==> src/qkc_pkg.sv <==
// qkc_pkg: shared types, constants and the step decode for the quadrature knob counter
// no dependencies; used by quadrature_knob_counter_top
`default_nettype none

package qkc_pkg;

	localparam int COUNT_WIDTH_DEFAULT = 16;
	localparam int FIELD_WIDTH         = 16;
	localparam int CFG_INDEX_WIDTH     = 1;

	// register indexes
	localparam logic [CFG_INDEX_WIDTH-1:0] REG_RANGE_LOW  = 1'd0;
	localparam logic [CFG_INDEX_WIDTH-1:0] REG_RANGE_HIGH = 1'd1;

	// transition codes {prev_a, prev_b, a, b}
	localparam logic [3:0] CODE_UP_0   = 4'b1101;
	localparam logic [3:0] CODE_UP_1   = 4'b0100;
	localparam logic [3:0] CODE_UP_2   = 4'b0010;
	localparam logic [3:0] CODE_UP_3   = 4'b1011;
	localparam logic [3:0] CODE_DOWN_0 = 4'b1110;
	localparam logic [3:0] CODE_DOWN_1 = 4'b0111;
	localparam logic [3:0] CODE_DOWN_2 = 4'b0001;
	localparam logic [3:0] CODE_DOWN_3 = 4'b1000;

	localparam logic FUNC_SAMPLE = 1'b0;
	localparam logic FUNC_LOAD   = 1'b1;

	typedef enum logic [1:0] {
		DIR_NONE,
		DIR_UP,
		DIR_DOWN
	} dir_t;

	typedef struct packed {
		logic                           func;
		logic                           phase_a;
		logic                           phase_b;
		logic signed [FIELD_WIDTH-1:0]  load_value;
	} sample_t;

	typedef struct packed {
		logic                           changed;
		logic signed [FIELD_WIDTH-1:0]  count;
	} result_t;

	function automatic dir_t step_dir(input logic [3:0] code);
		dir_t d;
		unique case (code)
			CODE_UP_0, CODE_UP_1, CODE_UP_2, CODE_UP_3:         d = DIR_UP;
			CODE_DOWN_0, CODE_DOWN_1, CODE_DOWN_2, CODE_DOWN_3: d = DIR_DOWN;
			default:                                            d = DIR_NONE;
		endcase
		return d;
	endfunction

endpackage

`default_nettype wire

==> src/qkc_stream_if.sv <==
// qkc_stream_if: valid/ready channel carrying one payload beat
// payload type is set per instance, normally from qkc_pkg
`default_nettype none

interface qkc_stream_if #(
	parameter type payload_t = logic
);
	logic     valid;
	logic     ready;
	payload_t data;

	modport source (output valid, output data, input ready);
	modport sink   (input valid, input data, output ready);
endinterface

`default_nettype wire

==> src/quadrature_knob_counter_top.sv <==
// quadrature_knob_counter_top: two-phase encoder decoder with a saturating up/down counter
// depends on qkc_pkg and qkc_stream_if
//
// Each sample beat carries both encoder pin levels, or a load value. The beat is
// registered, then the code {previous pins, current pins} is decoded and the counter
// is clamped to the configured range, stepped, saturated and written back together with
// the result register. A new beat is taken every cycle unless the result stalls; the
// result passes through the input register and then the result register, and a stalled
// result blocks new samples once both registers are full. The counter holds COUNT_WIDTH
// signed bits and count shows its low 16 bits. Range registers must be written through
// the cfg port only while the block is idle; the block itself does not enforce this.
`default_nettype none

module quadrature_knob_counter_top #(
	parameter int COUNT_WIDTH = qkc_pkg::COUNT_WIDTH_DEFAULT
) (
	input  wire logic                                 clk,
	input  wire logic                                 arst_n,
	input  wire logic                                 cfg_wr_en,
	input  wire logic [qkc_pkg::CFG_INDEX_WIDTH-1:0]  cfg_index,
	input  wire logic [qkc_pkg::FIELD_WIDTH-1:0]      cfg_wr_data,
	qkc_stream_if.sink                                sample,
	qkc_stream_if.source                              result
);

	localparam int FW = qkc_pkg::FIELD_WIDTH;
	localparam int EW = ((COUNT_WIDTH > FW) ? COUNT_WIDTH : FW) + 2;
	localparam logic signed [EW-1:0] FIT_TOP = EW'((64'sd1 <<< (COUNT_WIDTH - 1)) - 64'sd1);
	localparam logic signed [EW-1:0] FIT_BOT = -FIT_TOP - EW'(1);

	logic signed [FW-1:0]          range_low_q;
	logic signed [FW-1:0]          range_high_q;
	logic [1:0]                    prev_q;
	logic signed [COUNT_WIDTH-1:0] counter_q;

	qkc_pkg::sample_t              item_s1;
	logic                          item_valid_s1;
	qkc_pkg::result_t              result_s2;
	logic                          result_valid_s2;

	logic                          advance;
	qkc_pkg::dir_t                 dir;
	logic signed [EW-1:0]          low_ext;
	logic signed [EW-1:0]          high_ext;
	logic signed [EW-1:0]          base;
	logic signed [EW-1:0]          clamped;
	logic signed [EW-1:0]          stepped;
	logic signed [EW-1:0]          fitted;
	logic                          changed;

	// config registers
	always_ff @(posedge clk or negedge arst_n) begin
		if (!arst_n) begin
			range_low_q  <= '0;
			range_high_q <= '0;
		end else if (cfg_wr_en) begin
			unique case (cfg_index)
				qkc_pkg::REG_RANGE_LOW:  range_low_q  <= cfg_wr_data;
				qkc_pkg::REG_RANGE_HIGH: range_high_q <= cfg_wr_data;
				default: ;
			endcase
		end
	end

	assign advance      = item_valid_s1 && (!result_valid_s2 || result.ready);
	assign sample.ready = !item_valid_s1 || advance;

	// input register
	always_ff @(posedge clk or negedge arst_n) begin
		if (!arst_n) begin
			item_valid_s1 <= 1'b0;
		end else if (sample.ready) begin
			item_valid_s1 <= sample.valid;
		end
	end

	always_ff @(posedge clk) begin
		if (sample.ready && sample.valid) begin
			item_s1 <= sample.data;
		end
	end

	// decode, clamp, step, saturate
	always_comb begin
		dir      = qkc_pkg::step_dir({prev_q, item_s1.phase_a, item_s1.phase_b});
		low_ext  = {{(EW-FW){range_low_q[FW-1]}}, range_low_q};
		high_ext = {{(EW-FW){range_high_q[FW-1]}}, range_high_q};
		if (item_s1.func == qkc_pkg::FUNC_LOAD) begin
			base = {{(EW-FW){item_s1.load_value[FW-1]}}, item_s1.load_value};
		end else begin
			base = {{(EW-COUNT_WIDTH){counter_q[COUNT_WIDTH-1]}}, counter_q};
		end
		priority if (base < low_ext) begin
			clamped = low_ext;
		end else if (base > high_ext) begin
			clamped = high_ext;
		end else begin
			clamped = base;
		end
		stepped = clamped;
		changed = 1'b0;
		if (item_s1.func == qkc_pkg::FUNC_SAMPLE) begin
			unique case (dir)
				qkc_pkg::DIR_UP: begin
					changed = 1'b1;
					stepped = ((clamped + EW'(1)) > high_ext) ? high_ext : clamped + EW'(1);
				end
				qkc_pkg::DIR_DOWN: begin
					changed = 1'b1;
					stepped = ((clamped - EW'(1)) < low_ext) ? low_ext : clamped - EW'(1);
				end
				default: ;
			endcase
		end
		priority if (stepped < FIT_BOT) begin
			fitted = FIT_BOT;
		end else if (stepped > FIT_TOP) begin
			fitted = FIT_TOP;
		end else begin
			fitted = stepped;
		end
	end

	// counter state
	always_ff @(posedge clk or negedge arst_n) begin
		if (!arst_n) begin
			counter_q <= '0;
			prev_q    <= '0;
		end else if (advance) begin
			counter_q <= fitted[COUNT_WIDTH-1:0];
			if (item_s1.func == qkc_pkg::FUNC_SAMPLE) begin
				prev_q <= {item_s1.phase_a, item_s1.phase_b};
			end
		end
	end

	// result register
	always_ff @(posedge clk or negedge arst_n) begin
		if (!arst_n) begin
			result_valid_s2 <= 1'b0;
		end else if (advance) begin
			result_valid_s2 <= 1'b1;
		end else if (result.ready) begin
			result_valid_s2 <= 1'b0;
		end
	end

	always_ff @(posedge clk) begin
		if (advance) begin
			result_s2.changed <= changed;
			result_s2.count   <= fitted[FW-1:0];
		end
	end

	assign result.valid = result_valid_s2;
	assign result.data  = result_s2;

	// checks
	a_load_no_change: assert property (@(posedge clk) disable iff (!arst_n)
		advance && item_s1.func == qkc_pkg::FUNC_LOAD |=> !result_s2.changed)
		else $error("load beat reported a step");

	a_step_moves_pins: assert property (@(posedge clk) disable iff (!arst_n)
		advance && item_s1.func == qkc_pkg::FUNC_SAMPLE && dir != qkc_pkg::DIR_NONE
		|=> prev_q != $past(prev_q))
		else $error("step decoded without a pin change");

	a_load_keeps_pins: assert property (@(posedge clk) disable iff (!arst_n)
		advance && item_s1.func == qkc_pkg::FUNC_LOAD |=> $stable(prev_q))
		else $error("load beat altered pin history");

	a_stall_blocks_input: assert property (@(posedge clk) disable iff (!arst_n)
		item_valid_s1 && result_valid_s2 && !result.ready |-> !sample.ready)
		else $error("input taken while both stages are full");

	a_empty_takes_input: assert property (@(posedge clk) disable iff (!arst_n)
		!result_valid_s2 |-> sample.ready)
		else $error("input refused with an empty result stage");

endmodule

`default_nettype wire
==> src/flat_wrapper.sv <==
// flat-port wrapper written by rule: the top's interface ports become plain ports
module quadrature_knob_counter_top_flat 
#(
	parameter int COUNT_WIDTH = qkc_pkg::COUNT_WIDTH_DEFAULT
)
  (clk, arst_n, cfg_wr_en, cfg_index, cfg_wr_data, sample_valid, sample_data, sample_ready, result_valid, result_data, result_ready);
  qkc_stream_if sample_i ();
  qkc_stream_if result_i ();
  input  wire logic clk;
  input  wire logic arst_n;
  input  wire logic cfg_wr_en;
  input  wire logic [qkc_pkg::CFG_INDEX_WIDTH-1:0] cfg_index;
  input  wire logic [qkc_pkg::FIELD_WIDTH-1:0] cfg_wr_data;
  input wire logic [$bits(sample_i.valid)-1:0] sample_valid;
  input wire logic [$bits(sample_i.data)-1:0] sample_data;
  output wire logic [$bits(sample_i.ready)-1:0] sample_ready;
  output wire logic [$bits(result_i.valid)-1:0] result_valid;
  output wire logic [$bits(result_i.data)-1:0] result_data;
  input wire logic [$bits(result_i.ready)-1:0] result_ready;
  assign sample_i.valid = sample_valid;
  assign sample_i.data = sample_data;
  assign sample_ready = sample_i.ready;
  assign result_valid = result_i.valid;
  assign result_data = result_i.data;
  assign result_i.ready = result_ready;
  quadrature_knob_counter_top #(.COUNT_WIDTH(COUNT_WIDTH)) u_core (.clk(clk), .arst_n(arst_n), .cfg_wr_en(cfg_wr_en), .cfg_index(cfg_index), .cfg_wr_data(cfg_wr_data), .sample(sample_i), .result(result_i));
endmodule
==> config.mk <==
export PLATFORM = sky130hd
export DESIGN_NAME = quadrature_knob_counter_top_flat
export DESIGN_NICKNAME = d
export VERILOG_FILES = /design/src/qkc_pkg.sv /design/src/qkc_stream_if.sv /design/src/quadrature_knob_counter_top.sv /design/src/flat_wrapper.sv
export SDC_FILE = /design/constraint.sdc
export NUM_CORES = 1
export LEC_CHECK = 0
export BUFFER_PORTS_ARGS = -buffer_cell sky130_fd_sc_hd__buf_2
export CELL_PAD_IN_SITES_DETAIL_PLACEMENT = 1
export CELL_PAD_IN_SITES_GLOBAL_PLACEMENT = 1
export CORE_ASPECT_RATIO = 0.6
export CORE_MARGIN = 2
export CORE_UTILIZATION = 45
export CTS_CLUSTER_SIZE = 30
export DETAILED_ROUTE_END_ITERATION = 10
export PLACE_DENSITY_LB_ADDON = 0.1
export SETUP_SLACK_MARGIN = 0.02
export SLEW_MARGIN = 20
export SYNTH_ARGS = -nofsm -noshare
export SYNTH_HDL_FRONTEND = slang
export SYNTH_SLANG_ARGS = --single-unit
export TNS_END_PERCENT = 1
==> constraint.sdc <==
create_clock -name clk -period 3.69 [get_ports clk]
set_clock_uncertainty 0.1 [all_clocks]
set_input_delay 0.5535 -clock clk [delete_from_list [all_inputs] [get_ports clk]]
set_output_delay 0.5535 -clock clk [all_outputs]
set_load 0.05 [all_outputs]
== After elaboration in Yosys (flattened, before gate mapping) ==
Memory sizes are Yosys's and may differ from the RTL's.
Cells that the tools add are included.

* Logic and storage cells: 35
* Output and inout bits: 3
* Bits in read-only memories: 32
* Memories kept: 1
* Bits of input ports: 23
* Register bits: 51

* Reductions and logical operators: 8
* Equal/unequal tests: 2
* Multiplexer cells: 9
* $lt $le $gt $ge: 6
* Bitwise logic cells: 1
* Add/subtract/negate cells: 2

{| class="wikitable"
|+ Memory list
! name !! depth !! width !! read ports !! clocked after Yosys merged registers in !! write ports !! RTL line !! RTL
|-
| (name not given) || 16 || 2 || 1 || 0 || 0 || qkc_pkg.sv:48 || <nowiki>unique case (code)</nowiki>
|}

{| class="wikitable"
|+ Operators by type and width
! operator !! count
|-
| $mux W18 || 4
|-
| $pmux W18 S2 || 1
|-
| $mux W16 || 2
|-
| $add A18 B2 Y18 const B || 1
|-
| $gt A18 B16 Y1 || 1
|-
| $gt A18 B16 Y1 const B || 1
|-
| $lt A18 B16 Y1 || 1
|-
| $lt A18 B16 Y1 const B || 1
|-
| $sub A18 B2 Y18 const B || 1
|-
| $gt A16 B16 Y1 || 1
|-
| $lt A16 B16 Y1 || 1
|-
| $reduce_and A2 Y1 || 2
|-
| $eq A2 B1 Y1 const B || 1
|-
| $eq A2 B2 Y1 const B || 1
|-
| $logic_not A1 Y1 || 2
|-
| $logic_or A1 B1 Y1 || 2
|-
| $mux W1 || 2
|-
| $reduce_bool A2 Y1 || 1
|-
| $logic_and A1 B1 Y1 || 1
|-
| $not A1 Y1 || 1
|}

== Depth between registers and ports, before layout ==
Gate-level depths: netlist (run 1).

* Depth in word-level cells: 10
* Mapped depth: 10
* Mapped depth without buffers: 8

== Worst setup path after synthesis (run 1) ==
No wires, ideal clock.

* Path kind: register to register
* Start point: register u_core.counter_q[15]
* End point: register u_core.counter_q[0]
* Buffers on the path: 2
* Data arrival time: 2.472 ns
* Clock period less this slack: 2.695 ns
* Required time: 3.467 ns
* Library setup time: 0.123 ns
* Path slack: 0.995 ns
* Stages on the path, launching flop included: 10
* Cell sequence: dfrtp_1 -> ha_1 -> nand4_2 -> nor3_2 -> or4b_1 -> a31o_1 -> buf_6 -> o31a_4 -> buf_6 -> o221a_1

* Longest elaborated chain between the ends: 10
* Elaborated cells between the ends (all ways): 15
* Those cells by class: 2 x add/sub; 6 x order compare; 7 x mux

{| class="wikitable"
|+ RTL lines
! item !! RTL line !! RTL
|-
| start: declaration || quadrature_knob_counter_top.sv:34 || <nowiki>logic signed [COUNT_WIDTH-1:0] counter_q;</nowiki>
|-
| start signal: assignment || quadrature_knob_counter_top.sv:130 || <nowiki>counter_q <= fitted[COUNT_WIDTH-1:0];</nowiki>
|-
| $gt A16 B16 Y1 || quadrature_knob_counter_top.sv:95 || <nowiki>end else if (base > high_ext) begin</nowiki>
|-
| $mux W18 || quadrature_knob_counter_top.sv:95 ||
|-
| $mux W18 * || quadrature_knob_counter_top.sv:93 || <nowiki>priority if (base < low_ext) begin</nowiki>
|-
| $sub A18 B2 Y18 or $add A18 B2 Y18 (tied branches) || quadrature_knob_counter_top.sv:110, quadrature_knob_counter_top.sv:106 ||
|-
| $lt A18 B16 Y1 or $gt A18 B16 Y1 (tied branches) || quadrature_knob_counter_top.sv:110, quadrature_knob_counter_top.sv:106 ||
|-
| $mux W18 (on tied branches) || quadrature_knob_counter_top.sv:110, quadrature_knob_counter_top.sv:106 ||
|-
| $pmux W18 S2 * || quadrature_knob_counter_top.sv:103 || <nowiki>unique case (dir)</nowiki>
|-
| $gt A18 B16 Y1 || quadrature_knob_counter_top.sv:117 || <nowiki>end else if (stepped > FIT_TOP) begin</nowiki>
|-
| $mux W16 || quadrature_knob_counter_top.sv:117 ||
|-
| $mux W16 * || quadrature_knob_counter_top.sv:115 || <nowiki>priority if (stepped < FIT_BOT) begin</nowiki>
|}

Mark *: on every way between the ends. The rest lies on a longest branch, timed or not.
A chain may end at the register's enable or synchronous reset.

== Worst setup path after layout (run 1) ==
* Start point: register u_core.counter_q[15]
* End point: register u_core.counter_q[14]

Same word-level chain as after synthesis.

==> impl_metrics.json, run 1 <==
{
  "insertion_delay_ns": 0.30,
  "tightest_slew_ns": 0.898,
  "synth_seq_cells": 51,
  "portBuffers": 24,
  "outcome": "complete, no violations",
  "grt_max_degree": 34,
  "root_buffer": "clkbuf_8",
  "grt_use_total_pct": 20.7,
  "num_rows": 22,
  "synth_top_area_cell": "dfrtp_1",
  "grt_pass1_wl_um": 10900,
  "post_drt_via_cell_ratio": 5.45,
  "endpoint_kind": "flip-flop",
  "fp.dieW_um": 106,
  "ys_types": 40,
  "r2r_start": "u_core.counter_q[15]",
  "layout_commonest_cell": "dfrtp_1",
  "arrival_ns": 3.16,
  "power.density_mw_per_mm2": 688,
  "cts_hold_buf": 0,
  "path_class": "flip-flop to flip-flop",
  "finalMaxSlewViolations": 0,
  "worstSetupEndpoint": "u_core.counter_q[14]",
  "fin_util_pct": 51.1,
  "critPathMaxFanout": 16,
  "rrSetupSlack_ns": 0.62,
  "fin_area_mm2": 0.00312,
  "layout_common_cells": "dfrtp_1 (50), inv_1 (32), ha_1 (31)",
  "io_pins": 26,
  "synth_fp_nets": 320,
  "drive_gt1_share_pct": 20.5,
  "diodes": 0,
  "core_mm2": 0.00611,
  "cts_max_level": 2,
  "wire_per_inst_um": 17.1,
  "overflow": 0,
  "worst_ep_required_time_ns": 3.78,
  "area_growth_pct": 10.1,
  "numCtsBuffers": 5,
  "rsz0062_at_grt": "no",
  "start_kind": "flip-flop",
  "hold_violations": 0,
  "clkTransAtPathRegs_ns": 0.09,
  "min_path_type": "primary input to asynchronous set/reset pin",
  "r2r_end": "u_core.counter_q[14]",
  "netlist_instances": 266,
  "post-route-min-period_ns": 3.07,
  "syn_area_mm2": 0.00284,
  "antenna_found_initial": 0,
  "synthFlopType": "dfrtp_1",
  "dp_cells": 368,
  "setup_ws_ns": 0.618,
  "drt_wl_total_um": 6410,
  "initial_core_util_pct": 46.4,
  "vdd_ir_drop_max_mv": 0.261,
  "synth_area_leaders": "dfrtp_1 (44%), ha_1 (14%), mux2_2 (6.7%)",
  "gp_congestion": 0.770,
  "slew_headroom_pct": 39.9,
  "synth_area_per_cell_um2": 10.7,
  "drtPass1Iterations": 4,
  "yosysWarnings": 0,
  "clockBufferDepth": 2,
  "num-nets-final": 345,
  "cap_violations": 0,
  "synth-edff-count": 1,
  "yosys.area.top_type_share_pct": 44.1,
  "p_leak_nw": 1.42,
  "timing.final.crit_share_pct": 83.3,
  "num_vias": 2050,
  "cts_setup_buffers": 0,
  "stdcell_count": 376,
  "clock_sinks": 51,
  "ys_seq_area_share_pct": 45.2,
  "place_ws_ns": 0.680,
  "cts_tree": "done",
  "dpl_cell_area_mm2": 0.00304,
  "ant_nets": 0,
  "final-setup-viol-count": 0,
  "async_flop_share_pct": 98.0,
  "worstSetupStartpoint": "u_core.counter_q[15]",
  "die_area_mm2": 0.00698,
  "drc": 0,
  "dp_hpwl_um": 4690,
  "fmaxAchievable_ghz": 0.325,
  "die_h_um": 65.5,
  "reg2reg_depth": 7,
  "setup_tns_ns": 0,
  "drt_iter0_drc": 58,
  "grt_pass1_vias": 2156,
  "cts_resized": 0
}
## synth_stat cells, types with 3 or more instances
master     n
dfrtp_1   50
inv_1     32
ha_1      31
nand2_1   22
o21ai_0   18
mux2_2    17
nand3_1   17
o221a_1   16
a21oi_1   12
clkbuf_1   6
nand4_1    5
nand2b_1   4
nor2_1     3
## state kept, by name, summed over array words and instances (netlist names)
name,count
u_core.counter_q,16
u_core.item_valid_s1,1
u_core.range_high_q,16
u_core.range_low_q,16
u_core.result.data,1
u_core.result.valid,1
## worst min-delay path by stage
stage / to / slack [ns] / depth (start not counted)
4_1_cts: u_core.range_low_q[4] / 0.23 / 1
6_report: u_core.range_low_q[4] / 0.20 / 1
2_1_floorplan: u_core.counter_q[0] / 0.16 / 0
3_5_place_dp: u_core.result.valid / 0.38 / 1
3_3_place_gp: u_core.result.valid / 0.37 / 1
5_1_grt: u_core.range_low_q[11] / 0.26 / 1
## cell families (layout without fill, tap and decap cells)
logic type	after synthesis	after routing	synth area share, %
AND/OR/NAND/NOR	67	67	12.7
buffers and inverters	42	68	6.18
adder cells (fa/ha/maj)	31	31	13.7
multiplexers	17	17	6.75
AO/OA/AOI/OAI	58	58	15.5
flip-flops	51	51	45.2
## per-stage QoR
step / total power (W) / hold WS (ns)
2_1_floorplan: 0.00158 / 0.158
3_3_place_gp: 0.00180 / 0.372
3_5_place_dp: 0.00185 / 0.379
4_1_cts: 0.00217 / 0.232
5_1_grt: 0.00234 / 0.260
6_report: 0.00215 / 0.204
## metal layers
| layer | vias to the layer above | GRT usage (%) | wire, um |
|---|---|---|---|
| li1 | 1014 | - | - |
| met1 | 1005 | 30.5 | 3560 |
| met2 | 26 | 32.3 | 2640 |
| met3 | 5 | 3.97 | 173 |
| met4 | 0 | 3.90 | 36 |
| met5 | - | 0 | 0 |
## final cells by class
| cell class | count | area [um^2] |
|---|---|---|
| fill | 712 | 2990 |
| multi-input combinational | 173 | 1380 |
| sequential | 51 | 1280 |
| timing repair buffer | 28 | 150 |
| inverter | 32 | 120 |
| tap | 84 | 105 |
| clock buffer | 5 | 68.8 |
| clock inverter | 3 | 15.0 |
## power by group
part / switching, W / internal (W)
clock: 0.000183 / 0.000130
sequential: 0.000124 / 0.000713
combinational: 0.000555 / 0.000442
total: 0.000862 / 0.00129
## critical path, cell delays in order (launching register included)
cell and delay, ns:
dfrtp_1 0.41, ha_1 0.34, nand4_2 0.16, nor3_2 0.24, or4b_1 0.49, a31oi_1 0.34
o211ai_2 0.46, o221a_1 0.41
Power figures use the tool's default switching activity.
==> run 2, diff against run 1 <==
==> constraint.sdc (replaced) <==
create_clock -name clk -period 3.1 [get_ports clk]
set_clock_uncertainty 0.1 [all_clocks]
set_input_delay 0.465 -clock clk [delete_from_list [all_inputs] [get_ports clk]]
set_output_delay 0.465 -clock clk [all_outputs]
set_load 0.05 [all_outputs]
==> run 2 against run 1 <==
- utilization up 0.25 points
- maximum frequency rose by 11%
- cell count increased by 0.53%
- clock-buffer cell count unchanged
- worst hold slack got worse by 0.057 ns
- non-clock buffer count grew 2
- largest cell class unchanged
- global-route usage fell by 0.65 points
- critical path depth increased by 1
- sequential power grew 19%
- clock power grew 22%
- final area increased by 0.48%
- worst setup slack got worse by 0.28 ns
==> impl_metrics.json, run 2 (synthesis gave the netlist of run 1 again) <==
{
  "diodes": 0,
  "grt_max_degree": 51,
  "cts_tree": "done",
  "rsz0062_at_grt": "no",
  "place_ws_ns": 0.356,
  "ant_nets": 0,
  "layout_commonest_cell": "dfrtp_1",
  "outcome": "complete, no violations",
  "n_fill_cell": 686,
  "portBuffers": 24,
  "overflow": 0,
  "cts_hold_buf": 0,
  "use_met2_pct": 31.3,
  "root_buffer": "clkbuf_8",
  "insertion_delay_ns": 0.32,
  "vdd_ir_drop_max_mv": 0.269,
  "use_met3_pct": 4.76,
  "drt_iter0_drc": 77,
  "combPwrFrac_pct": 46.5,
  "endpoint_kind": "flip-flop",
  "wire_per_inst_um": 16.8,
  "met1_usage_pct": 28.7,
  "dp_cells": 370,
  "path_class": "flip-flop to flip-flop",
  "p_leak_nw": 1.43,
  "cts_max_level": 2,
  "tightest_slew_ns": 0.842,
  "gp_congestion": 0.844,
  "numCtsBuffers": 5,
  "critPathMaxFanout": 16,
  "post_drt_via_cell_ratio": 5.39,
  "layout_common_cells": "dfrtp_1 (50), inv_1 (32), ha_1 (31)",
  "clock_sinks": 51,
  "io_pins": 26,
  "drt_wl_total_um": 6340,
  "busiest_layer": "met2",
  "finalMaxSlewViolations": 0,
  "num_vias": 2038,
  "total_power_w": 0.00258,
  "reg.largest.list": "u_core.counter_q: 16 flops, u_core.range_high_q: 16 flops, u_core.range_low_q: 16 flops",
  "antenna_found_initial": 0,
  "start_kind": "flip-flop",
  "grt_pass1_wl_um": 10500,
  "cts_setup_buffers": 0,
  "post-route-min-period_ns": 2.77,
  "stdcell_count": 378,
  "core_mm2": 0.00611,
  "worst_ep_required_time_ns": 3.21,
  "num_rows": 22,
  "initial_core_util_pct": 46.4,
  "switching_share_pct": 40.1,
  "die_area_mm2": 0.00698,
  "slowest_delay_ns": 0.46,
  "final-setup-viol-count": 0,
  "grt_pass1_vias": 2047,
  "grt_use_total_pct": 20.1,
  "dp_hpwl_um": 4650,
  "fp.dieW_um": 106,
  "crit_chain": "inv_1, ha_1, nand4_1, nor2_1, a221o_1, o311a_1, o31a_4, o221a_1",
  "clkTransAtPathRegs_ns": 0.09,
  "fmaxAchievable_ghz": 0.361,
  "worstSetupStartpoint": "u_core.range_high_q[15]",
  "clkPwrFrac_pct": 14.8,
  "netSwitchingPower_w": 0.00103,
  "r2r_start": "u_core.range_high_q[15]",
  "die_h_um": 65.5,
  "p_int_w": 0.00155,
  "fin_util_pct": 51.4,
  "drc": 0,
  "drtPass1Iterations": 4,
  "slew_headroom_pct": 43.7,
  "power.density_mw_per_mm2": 822,
  "cap_violations": 0,
  "cts_resized": 0,
  "drive_gt1_share_pct": 21.1,
  "p_seq_share_pct": 38.7,
  "slowest_stage": "o31a_4",
  "min_path_type": "primary input to asynchronous set/reset pin",
  "setup_tns_ns": 0,
  "timing.final.crit_share_pct": 89.3,
  "area_growth_pct": 10.6,
  "hold_violations": 0,
  "num-nets-final": 347,
  "clockBufferDepth": 2,
  "setup_ws_ns": 0.333,
  "arrival_ns": 2.87
}
==> run 2: critical path: cells and delay by family (launching register included) <==
family	cells	cell delay, ns
AOI/OAI and AO/OA	4	1.49
adders and majority gates	1	0.34
buffers and inverters	1	0.06
DFF	1	0.40
and+or+nand+nor	2	0.26
==> run 2: layout make-up <==
class                   instances  area (um^2)  share of cell area, %
inverters                      32          120                   3.83
clock inverters                 3         15.0                  0.478
flip-flops and latches         51         1280                   40.8
well taps                      84          105                   3.35
multi-input cells             173         1380                   44.1
clock buffers                   5         68.8                   2.19
repair buffers                 30          165                   5.26
==> run 2: metrics by stage <==
stage	instance area (um^2)	hold WS [ns]
2_1_floorplan	2840	0.0694
3_3_place_gp	3050	0.377
3_5_place_dp	3050	0.376
4_1_cts	3140	0.165
5_1_grt	3140	0.182
6_report	3140	0.148
==> run 2: final timing paths <==
path	end	depth (start not counted)	slack, ns
setup / recovery	u_core.counter_q[13]	8	0.33
hold / removal	u_core.range_high_q[7]	2	0.15
setup reg to reg	u_core.counter_q[13]	8	0.33
hold reg to reg	u_core.result.valid	1	0.42
max in group asynchronous	u_core.range_low_q[0]	2	2.33
min in group clk	u_core.item_valid_s1	2	0.25
==> run 2: power groups by stage <==
stage                     Combinational [W]  Sequential, W  Clock (W)
after floorplan                    0.000895       0.000987          0
after global placement              0.00116       0.000999          0
after detailed placement            0.00121        0.00101          0
after CTS                           0.00122       0.000997   0.000396
after global routing                0.00136        0.00102   0.000424
final                               0.00120       0.000997   0.000382
==> run 2: layer usage <==
metal | routed length, um | share of wire, % | vias to the layer above
met1 | 3490 | 55 | 991
met5 | 0 | 0 | -
met3 | 220 | 3.5 | 7
met2 | 2560 | 40 | 28
li1 | - | - | 1012
met4 | 63 | 0.99 | 0
